<file path="src/rtl/emi_pkg.sv">
`default_nettype none
package emi_pkg;

  localparam int unsigned LIMIT_W = 31;
  localparam logic [LIMIT_W-1:0] NO_CLAMP = {LIMIT_W{1'b1}};

  localparam int unsigned REG_SPEED_LIMIT = 0;
  localparam int unsigned REG_SPIN_LIMIT  = 1;

  // Sequencer states. Each vector step walks through these in order.
  typedef enum logic [3:0] {
    ST_IDLE,
    ST_INTEG,
    ST_SQSUM,
    ST_SQRT,
    ST_CMP,
    ST_SCALE_MUL,
    ST_SCALE_DIV,
    ST_NEXT_VEC,
    ST_MOVE,
    ST_WRAP,
    ST_OUT
  } state_t;

  // Datapath operations requested by the controller.
  typedef enum logic [3:0] {
    OP_NONE,
    OP_LOAD,
    OP_INTEG_RATE,
    OP_SQSUM,
    OP_SQRT_START,
    OP_SCALE_MUL,
    OP_DIV_START,
    OP_DIV_STORE,
    OP_MOVE,
    OP_WRAP_START,
    OP_WRAP_STORE,
    OP_OUT_LOAD
  } op_t;

  typedef struct packed {
    op_t        op;
    logic       vsel;   // 0 linear, 1 angular
    logic [1:0] axis;
  } dp_cmd_t;

  typedef struct packed {
    logic busy;         // an iterative unit is running
    logic need_clamp;   // length exceeds the selected limit
    logic out_free;     // output register can take a new result
  } dp_sts_t;

endpackage
`default_nettype wire

</file>
<file path="src/rtl/emi_ctrl.sv">
`default_nettype none
module emi_ctrl (
  input  wire logic               clk,
  input  wire logic               rst_n,
  input  wire logic               in_go,
  input  wire emi_pkg::dp_sts_t   sts,
  output emi_pkg::dp_cmd_t        cmd,
  output logic                    idle
);

  emi_pkg::state_t state_r, state_nxt;
  logic       vsel_r, vsel_nxt;
  logic [1:0] axis_r, axis_nxt;

  // The divide and wrap states alternate: start the unit, then store once it is done.
  logic wrap_run_r, wrap_run_nxt;
  logic div_run_r, div_run_nxt;

  always_ff @(posedge clk) begin
    if (!rst_n) begin
      state_r <= emi_pkg::ST_IDLE;
      vsel_r  <= 1'b0;
      axis_r  <= 2'd0;
    end else begin
      state_r <= state_nxt;
      vsel_r  <= vsel_nxt;
      axis_r  <= axis_nxt;
    end
  end

  always_comb begin
    state_nxt = state_r;
    vsel_nxt  = vsel_r;
    axis_nxt  = axis_r;
    unique case (state_r)
      emi_pkg::ST_IDLE: begin
        if (in_go) begin
          state_nxt = emi_pkg::ST_INTEG;
          vsel_nxt  = 1'b0;
          axis_nxt  = 2'd0;
        end
      end
      emi_pkg::ST_INTEG: state_nxt = emi_pkg::ST_SQSUM;
      emi_pkg::ST_SQSUM: begin
        if (axis_r == 2'd2) begin
          axis_nxt  = 2'd0;
          state_nxt = emi_pkg::ST_SQRT;
        end else begin
          axis_nxt = axis_r + 2'd1;
        end
      end
      emi_pkg::ST_SQRT: state_nxt = emi_pkg::ST_CMP;
      emi_pkg::ST_CMP: begin
        if (!sts.busy) begin
          state_nxt = sts.need_clamp ? emi_pkg::ST_SCALE_MUL : emi_pkg::ST_NEXT_VEC;
        end
      end
      emi_pkg::ST_SCALE_MUL: state_nxt = emi_pkg::ST_SCALE_DIV;
      emi_pkg::ST_SCALE_DIV: begin
        if (div_run_r && !sts.busy) begin
          if (axis_r == 2'd2) begin
            axis_nxt  = 2'd0;
            state_nxt = emi_pkg::ST_NEXT_VEC;
          end else begin
            axis_nxt  = axis_r + 2'd1;
            state_nxt = emi_pkg::ST_SCALE_MUL;
          end
        end
      end
      emi_pkg::ST_NEXT_VEC: begin
        axis_nxt = 2'd0;
        if (vsel_r) begin
          state_nxt = emi_pkg::ST_MOVE;
        end else begin
          vsel_nxt  = 1'b1;
          state_nxt = emi_pkg::ST_INTEG;
        end
      end
      emi_pkg::ST_MOVE: state_nxt = emi_pkg::ST_WRAP;
      emi_pkg::ST_WRAP: begin
        if (wrap_run_r && !sts.busy) begin
          if (axis_r == 2'd2) begin
            axis_nxt  = 2'd0;
            state_nxt = emi_pkg::ST_OUT;
          end else begin
            axis_nxt = axis_r + 2'd1;
          end
        end
      end
      emi_pkg::ST_OUT: begin
        if (sts.out_free) state_nxt = emi_pkg::ST_IDLE;
      end
      default: state_nxt = emi_pkg::ST_IDLE;
    endcase
  end

  always_ff @(posedge clk) begin
    if (!rst_n) begin
      wrap_run_r <= 1'b0;
      div_run_r  <= 1'b0;
    end else begin
      wrap_run_r <= wrap_run_nxt;
      div_run_r  <= div_run_nxt;
    end
  end

  always_comb begin
    cmd.op       = emi_pkg::OP_NONE;
    cmd.vsel     = vsel_r;
    cmd.axis     = axis_r;
    idle         = 1'b0;
    wrap_run_nxt = wrap_run_r;
    div_run_nxt  = div_run_r;
    unique case (state_r)
      emi_pkg::ST_IDLE: begin
        idle = 1'b1;
        if (in_go) cmd.op = emi_pkg::OP_LOAD;
      end
      emi_pkg::ST_INTEG: cmd.op = emi_pkg::OP_INTEG_RATE;
      emi_pkg::ST_SQSUM: cmd.op = emi_pkg::OP_SQSUM;
      emi_pkg::ST_SQRT:  cmd.op = emi_pkg::OP_SQRT_START;
      emi_pkg::ST_SCALE_MUL: begin
        cmd.op      = emi_pkg::OP_SCALE_MUL;
        div_run_nxt = 1'b0;
      end
      emi_pkg::ST_SCALE_DIV: begin
        if (!div_run_r) begin
          cmd.op      = emi_pkg::OP_DIV_START;
          div_run_nxt = 1'b1;
        end else if (!sts.busy) begin
          cmd.op      = emi_pkg::OP_DIV_STORE;
          div_run_nxt = 1'b0;
        end
      end
      emi_pkg::ST_MOVE: cmd.op = emi_pkg::OP_MOVE;
      emi_pkg::ST_WRAP: begin
        if (!wrap_run_r) begin
          cmd.op       = emi_pkg::OP_WRAP_START;
          wrap_run_nxt = 1'b1;
        end else if (!sts.busy) begin
          cmd.op       = emi_pkg::OP_WRAP_STORE;
          wrap_run_nxt = 1'b0;
        end
      end
      emi_pkg::ST_OUT: begin
        if (sts.out_free) cmd.op = emi_pkg::OP_OUT_LOAD;
      end
      default: cmd.op = emi_pkg::OP_NONE;
    endcase
  end

endmodule
`default_nettype wire

</file>
<file path="config.mk">
export PLATFORM = sky130hd
export DESIGN_NAME = emi_ctrl
export DESIGN_NICKNAME = d
export VERILOG_FILES = /design/src/rtl/emi_pkg.sv /design/src/rtl/emi_ctrl.sv
export SDC_FILE = /design/constraint.sdc
export NUM_CORES = 1
export LEC_CHECK = 0
export ABC_CLOCK_PERIOD_IN_PS = 2400
export BUFFER_PORTS_ARGS = -buffer_cell sky130_fd_sc_hd__buf_4
export CORE_MARGIN = 3
export CORE_UTILIZATION = 35
export CTS_CLUSTER_DIAMETER = 120
export DETAILED_ROUTE_END_ITERATION = 7
export GPL_TIMING_DRIVEN = 1
export SYNTH_ARGS = -nofsm -noshare
export SYNTH_HDL_FRONTEND = slang
export SYNTH_SLANG_ARGS = --single-unit
</file>
<file path="constraint.sdc">
create_clock -name clk -period 2.4 [get_ports clk]
set_input_delay 0.36 -clock clk [delete_from_list [all_inputs] [get_ports clk]]
set_output_delay 0.36 -clock clk [all_outputs]
set_load 0.005 [all_outputs]
</file>
-- Word-level counts from Yosys, hierarchy flattened
Index checks and enable logic that the tools add are counted.
- register bits: 9
- input port bits: 6
- output and inout bits: 8
- logic and storage cells: 64
- reductions and logical operators: 10
- muxes and demuxes: 30
- add/sub/neg operators: 1
- eq/ne operators: 18
- operators by type and width (operator ; count):
    two-way mux 4 bit ; 11
    case mux 4 bit (11 select lines) ; 1
    case mux 4 bit (9 select lines) ; 1
    == test 4 x 3 -> 1 bit (second input constant) ; 4
    != test 2 bit (second input constant) ; 7
    == test 4 bit (second input constant) ; 3
    two-way mux 2 bit ; 6
    case mux 2 bit (5 select lines) ; 1
    == test 4 x 2 -> 1 bit (second input constant) ; 2
    AND reduction 7 bit ; 1
    two-way mux 1 bit ; 6
    two-way mux 3 bit ; 2
    nonzero test 5 bit ; 1
    == test 4 x 1 -> 1 bit (second input constant) ; 1
    zero test 4 bit ; 1
    case mux 1 bit (2 select lines) ; 2
    AND reduction 4 bit ; 1
    nonzero test 2 bit ; 2
    adder 2 x 1 -> 2 bit (second input constant) ; 1
    == test 2 bit (second input constant) ; 1
    logical AND 1 bit ; 2
    AND reduction 2 bit ; 1
    zero test 1 bit ; 1

-- Longest topological paths before layout
Gate-level depths: netlist (run 1).
- depth in word-level cells: 4
- depth in mapped cells: 7
- depth with buffers taken out: 5

-- Least setup slack after synthesis (run 1)
OpenSTA, ideal clock, no wires.
- kind: reg2out
- start point: register state_r[0]
- end point: output port cmd[5] in the netlist's numbering
- required time: 2040 ps
- setup slack: 815 ps
- arrival time: 1225 ps
- stages on the path, launching flop included: 6
- path buffers: 2
- cell sequence: dfxtp_1 -> buf_6 -> clkbuf_1 -> nand2_1 -> or2_2 -> a21oi_1
- RTL lines (what ; RTL line ; RTL):
    from (decl) ; emi_ctrl.sv:11 ; emi_pkg::state_t state_r, state_nxt;
    from (signal assigned) ; emi_ctrl.sv:21 ; state_r <= emi_pkg::ST_IDLE;
    from (signal assigned) ; emi_ctrl.sv:25 ; state_r <= state_nxt;
    to (decl) ; emi_ctrl.sv:7 ; output emi_pkg::dp_cmd_t cmd,

==> results of run 1 <==
cells in the final DEF, fill, tap and decap left out, drive strengths merged:
cell	count
a211oi	1
a21boi	1
a21oi	15
a221oi	1
a22oi	2
a311oi	2
a31o	1
and2	1
and4b	1
buf	14
clkbuf	4
dfxtp	9
inv	5
mux2i	3
nand2	10
nand2b	3
nand3b	2
nor2	15
nor2b	6
nor3	1
nor3b	2
nor4	1
o21a	1
o21ai	8
o22a	1
o22ai	1
o32a	1
or2	1
or3	1
or4	1
layout make-up:
cell class              instances  area [um^2]  area share, %
multi-input cells              83          510           58.3
flip-flops and latches          9          181           20.7
repair buffers                 14          105           12.0
well taps                      27         33.8           3.86
clock buffers                   4         26.3           3.00
inverters                       5         18.8           2.14
cell families after synthesis:
group	synth area share, %
compound gates	30.8
flops	24.1
mux	4.02
simple gates	33.5
buf+inv	7.54
per-stage QoR:
stage                     total power [mW]  hold slack [ps]  instances
after floorplan                      0.582              480        103
after global placement               0.713              495        138
after detailed placement             0.712              494        138
after CTS                            0.833              375        142
after global routing                 0.911              380        142
final                                0.823              382        142
sequential cells by signal (all words and copies together) (netlist names):
name and flops:
div_run_r 1, wrap_run_r 1, axis_r 2, state_r 4, vsel_r 1
worst max-delay path by stage:
stage | start | to | cells after the start
after floorplan | state_r[0] | cmd[5] | 5
after global placement | state_r[3] | cmd[4] | 5
after detailed placement | state_r[2] | cmd[4] | 5
after CTS | state_r[2] | cmd[4] | 5
after global routing | state_r[2] | cmd[4] | 5
final | state_r[2] | cmd[4] | 5
power by group:
| group | switching [mW] | leakage, nW | internal, mW |
|---|---|---|---|
| logic | 0.250 | 0.251 | 0.233 |
| registers | 0.0487 | 0.0735 | 0.177 |
| clock network | 0.0513 | 0.0150 | 0.0640 |
routing by layer:
layer,wire length (um),part of all wire [%],vias up,GRT usage [%]
met3,90,5.1,2,3.42
met4,15,0.86,0,5.11
met5,0,0,-,0
met2,762,44,16,21.3
li1,-,-,391,-
met1,882,50,329,21.4
repair_timing:
action / CTS / global route
hold endpoints to repair: 0 / 0
resized for setup: 0 / 1
setup endpoints to repair: 0 / 1
worst max-delay path, cell delays in order, from the launching register on:
cell and delay, ps:
dfxtp_1 660, nand3b_2 220, nor2_1 280, a21boi_0 150, o22ai_1 160, buf_4 140
==> reports/qor.yml, run 1 <==
run_status:
  outcome: "finished, final reports clean"
timing:
  worst_slack_ps: 174
  fin_worst_skew_ps: 1.94
  tns_ps: 0
  post-route-min-period_ps: 2230
  relSlewSlack_pct: 63.8
  hold_violations: 0
  setup-violations-final: 0
  drv_slew: 0
  rsz0062_at_grt: "no"
  fmax_mhz: 449
  worst_slew_pin_slew_ps: 543
  period_share_pct: 92.7
grt:
  grt_pass1_wl_mm: 3.06
  first_global_vias: 667
  antenna_found_initial: 0
  grt_max_degree: 20
  grt_remaining_overflow: 0
  track_usage_pct: 14.8
worst_setup_path:
  r2r-start: "state_r[3]"
  worst_ep_required_time_ps: 2040
  rrSetupSlack_ps: 490
  r2r_end: "state_r[3]"
  cp-end-kind: "output pin"
  start_kind: "flip-flop"
  cp_max_fo: 16
  r2r_cells: 5
  worstSetupPathType: "flip-flop to output pin"
  crit_arrival_ps: 1870
synth:
  syn_area_per_cell_um2: 7.25
  syn_area_um2: 747
  ys_types: 34
  seq_area_frac_synth_pct: 24.1
  synth_top_cell_area_share_pct: 24.1
  syn_inst: 103
  synth_fp_nets: 109
  synthArstFlopShare_pct: 0
  yosys-top-cells-area: "dfxtp_1 24%, a21oi_1 10%, nor2_1 7.5%, o21ai_0 5.4%, nand2_1 5.0%"
  synth-warning-count: 0
  yosys_most_used_dff: "dfxtp_1"
  synthTopCellsByCount: "15 x a21oi_1, 15 x nor2_1, 10 x nand2_1"
  yosysTopAreaCell: "dfxtp_1"
  synth-seq-cells: 9
  synth_edf_count: 0
clock_tree:
  cts-root-buf: "clkbuf_4"
  h-tree-depth: 1
  hold_buffers: 0
  cts.clk_slew.worst_paths_ps: 60
  clk-insertion-delay-late_ps: 250
  cts_num_sinks: 9
  cts_tree: "yes"
  post_cts_buffers: 0
  cts_made_buffers: 3
  clk_path_buf_depth: 2
worst_hold_path:
  hp-start: "rst_n"
  hold_end: "state_r[3]"
  hp-class: "input port to flip-flop"
  hold_depth: 2
route:
  via_count: 738
  ant_nets: 0
  dr.pass1.iters: 4
  drt_iter0_markers: 28
  routed_wirelength_mm: 1.75
  route.detailed.drc: 0
  routedWlPerCell_um: 12.3
  routed_via_density: 5.20
final_layout:
  nNetsFinal: 122
  post-route-util_pct: 44.2
  fill_cells: 210
  drive_gt1_share_pct: 23.5
  fin_area_um2: 876
  diodes: 0
  area_growth_pct: 17.3
die:
  dieArea_um2: 2720
  fp-row-count: 16
  ioPinCount: 14
  core_um2: 1980
  initial_core_util_pct: 37.7
  die_w_um: 52.2
  fp.dieH_um: 52.2
power:
  p_leak_nw: 0.340
  powerDensity_nw_per_um2: 940
  vdd_drop_max_v: 0.000422
flow_run:
  max_cap_violations: 0
placement:
  dpl_cell_area_um2: 848
  io_buffer_count: 13
  place_hpwl_mm: 1.31
  place_congestion: 0.841
  dp_slack_ps: 465
Note: power is estimated with default switching activity, not from simulation.
==> inputs of run 2 (changes only) <==
--- a/config.mk
+++ b/config.mk
@@ -5,10 +5,12 @@
 export SDC_FILE = /design/constraint.sdc
 export NUM_CORES = 1
 export LEC_CHECK = 0
+export ABC_AREA = 1
 export ABC_CLOCK_PERIOD_IN_PS = 2400
 export BUFFER_PORTS_ARGS = -buffer_cell sky130_fd_sc_hd__buf_4
 export CORE_MARGIN = 3
 export CORE_UTILIZATION = 35
+export CTS_BUF_LIST = sky130_fd_sc_hd__clkbuf_2 sky130_fd_sc_hd__clkbuf_4 sky130_fd_sc_hd__clkbuf_8
 export CTS_CLUSTER_DIAMETER = 120
 export DETAILED_ROUTE_END_ITERATION = 7
 export GPL_TIMING_DRIVEN = 1
==> run 2 against run 1 <==
Compared with the run above:
- clock power up 15%
- via count up 4.5%
- largest cell class unchanged
- sequential share of layout area up 0.22 points
- maximum frequency up 15%
- register-to-register slack better by 430 ps
- die area down 4.5%
==> reports/qor.yml, run 2 <==
clock_tree:
  clk_path_buf_depth: 2  # unchanged
  cts_made_buffers: 3  # unchanged
  h-tree-depth: 1  # unchanged
  cts_num_sinks: 9  # unchanged
  hold_buffers: 0  # unchanged
  cts-root-buf: "clkbuf_4"
  post_cts_buffers: 0  # unchanged
  cts_tree: "yes"
  clk-insertion-delay-late_ps: 260  # about the same
  cts.clk_slew.worst_paths_ps: 70  # about the same
  cts_resized: 0  # unchanged
timing:
  hold_ws_ps: 365  # -16.9 ps
  period_share_pct: 81.0  # -12 points
  post-route-min-period_ps: 1940  # -283 ps
  worst_slack_ps: 457  # +283 ps
  worst_slew_pin_slew_ps: 544  # +1.13 ps
  drv_slew: 0  # unchanged
  setup-violations-final: 0  # unchanged
  hold_violations: 0  # unchanged
  relSlewSlack_pct: 63.6  # -0.16 points
  fmax_mhz: 515  # +15%
  tns_ps: 0  # unchanged
  fin_worst_skew_ps: 1.10  # -0.842 ps
  rsz0062_at_grt: "no"
worst_setup_path:
  r2r-start: "state_r[2]"
  start_kind: "flip-flop"
  cp_max_fo: 7  # -9
  worst_ep_required_time_ps: 2040  # about the same
  crit_arrival_ps: 1580  # -290 ps
  worstSetupPathType: "flip-flop to output pin"
  crit_start: "state_r[2]"
  rrSetupSlack_ps: 920  # +430 ps
  cp-end-kind: "output pin"
route:
  ant_nets: 0  # unchanged
  drt_iter0_markers: 18  # -36%
  route.detailed.drc: 0  # unchanged
  routed_via_density: 4.88  # -6.1%
  routedWlPerCell_um: 11.1  # -9.6%
  via_count: 771  # +4.5%
  dr.pass1.iters: 4  # unchanged
  routed_wirelength_mm: 1.76  # +0.63%
synth:
  synth_edf_count: 0  # unchanged
  synthTopCellsByCount: "36 x nand2_1, 16 x nand3_1, 15 x nor2_1"
  synth-seq-cells: 9  # unchanged
  synth_fp_nets: 123  # +13%
  yosys_most_used_dff: "dfxtp_1"
  synth-warning-count: 0  # unchanged
  yosys-top-cells-area: "dfxtp_1 25%, nand2_1 19%, nand3_1 11%, nor2_4 9.5%, nor2_1 7.9%"
  synth_top_cell_area_share_pct: 25.4  # +1.3 points
  syn_area_um2: 709  # -5.0%
  syn_area_per_cell_um2: 6.06  # -16%
  syn_inst: 117  # +14%
  ys_types: 19  # -44%
  synthMostInstantiatedCell: "nand2_1"
  synthArstFlopShare_pct: 0  # unchanged
  yosysTopAreaCell: "dfxtp_1"
  seq_area_frac_synth_pct: 25.4  # +1.3 points
power:
  power_frac_seq_pct: 25.9  # -1.5 points
  total_power_uw: 914  # +11%
  clkPwrFrac_pct: 14.5  # +0.5 points
  intPower_uw: 490  # +3.5%
  power_switching_uw: 424  # +21%
  powerDensity_nw_per_um2: 1060  # +13%
  p_comb_share_pct: 59.6  # +1.0 points
  vdd_drop_max_v: 0.000514  # +22%
  switching_share_pct: 46.4  # +3.8 points
  p_leak_nw: 0.423  # +25%
final_layout:
  regMostFlops: "state_r"
  final_cell_mix: "36 x nand2_1, 16 x nand3_1, 15 x nor2_1"
  nNetsFinal: 140  # +15%
  largest_register_ff_count: 4  # unchanged
  area_growth_pct: 21.3
  drive_gt1_share_pct: 25.6  # +2.1 points
  regArea_um2: 180  # -0.69%
  multi_input_area_um2: 465  # -8.8%
  fin_area_um2: 861  # -1.7%
  post-route-util_pct: 47.3  # +3.1 points
  fill_cells: 197  # -6.2%
  top_regs: "state_r: 4 flops, axis_r: 2 flops"
  final_cells: 158  # +11%
  layout_commonest_cell: "nand2_1"
  diodes: 0  # unchanged
flow_run:
  max_cap_violations: 0  # unchanged
worst_hold_path:
  hp-start: "rst_n"
  hp-class: "input port to flip-flop"
die:
  ioPinCount: 14  # unchanged
  fp-row-count: 15  # -1
  dieArea_um2: 2600  # -4.5%
  initial_core_util_pct: 39.0  # +1.3 points
  core_um2: 1820  # -8.1%
  die_w_um: 51.0  # -2.3%
  fp.dieH_um: 51.0  # -2.3%
placement:
  place_hpwl_mm: 1.41  # +7.4%
  dp_slack_ps: 753  # +288 ps
  io_buffer_count: 13  # unchanged
  dpl_cell_area_um2: 831  # -2.1%
  placedCellCount: 154  # +12%
  place_congestion: 0.902  # +7.2%
grt:
  grt_remaining_overflow: 0  # unchanged
  track_usage_pct: 15.7  # +0.84 points
  grt_pass1_wl_mm: 3.03  # -1.1%
  grt_max_degree: 10  # -50%
  first_global_vias: 698  # +4.6%
  antenna_found_initial: 0  # unchanged
run_status:
  outcome: "finished, final reports clean"
## run 2: critical path, cell delays in order, from the launching register on
cell     delay (ps)
dfxtp_1         350
nor2_1          450
nand2_1         140
nand2_1         130
a31oi_1          60
nand3_1          80
buf_4           110
## run 2: worst paths after layout
check               end  cells after the start
max reg2reg  state_r[1]                      8
max              cmd[3]                      6
min reg2reg  wrap_run_r                      2
min          state_r[3]                      3
## run 2: area by class of cell
class                           count  share of cell area, %
Multi-Input combinational cell     92                   54.1
Sequential cell                     9                   20.9
Timing Repair Buffer               13                   11.3
Inverter                           15                   6.54
Tap cell                           25                   3.63
Clock buffer                        4                   3.49
## run 2: logic make-up (layout without fill, tap and decap cells)
logic type,count (synthesis),after routing,synth area share (%)
buf+inv,16,32,8.99
flops,9,9,25.4
compound gates,11,11,8.82
simple gates,81,81,56.8
## run 2: power groups by stage
stage          Combinational [mW]  Sequential (mW)  Clock, mW
6_report                    0.545            0.236      0.132
5_1_grt                     0.619            0.242      0.142
4_1_cts                     0.547            0.236      0.136
3_5_place_dp                0.545            0.239          0
3_3_place_gp                0.546            0.240          0
2_1_floorplan               0.383            0.235          0
## run 2: layer usage
metal	GRT usage, %	up-vias	routed length, um
li1	-	405	-
met1	20.8	328	825
met2	22.1	32	725
met3	2.62	6	153
met4	12.1	0	57
met5	0	-	0
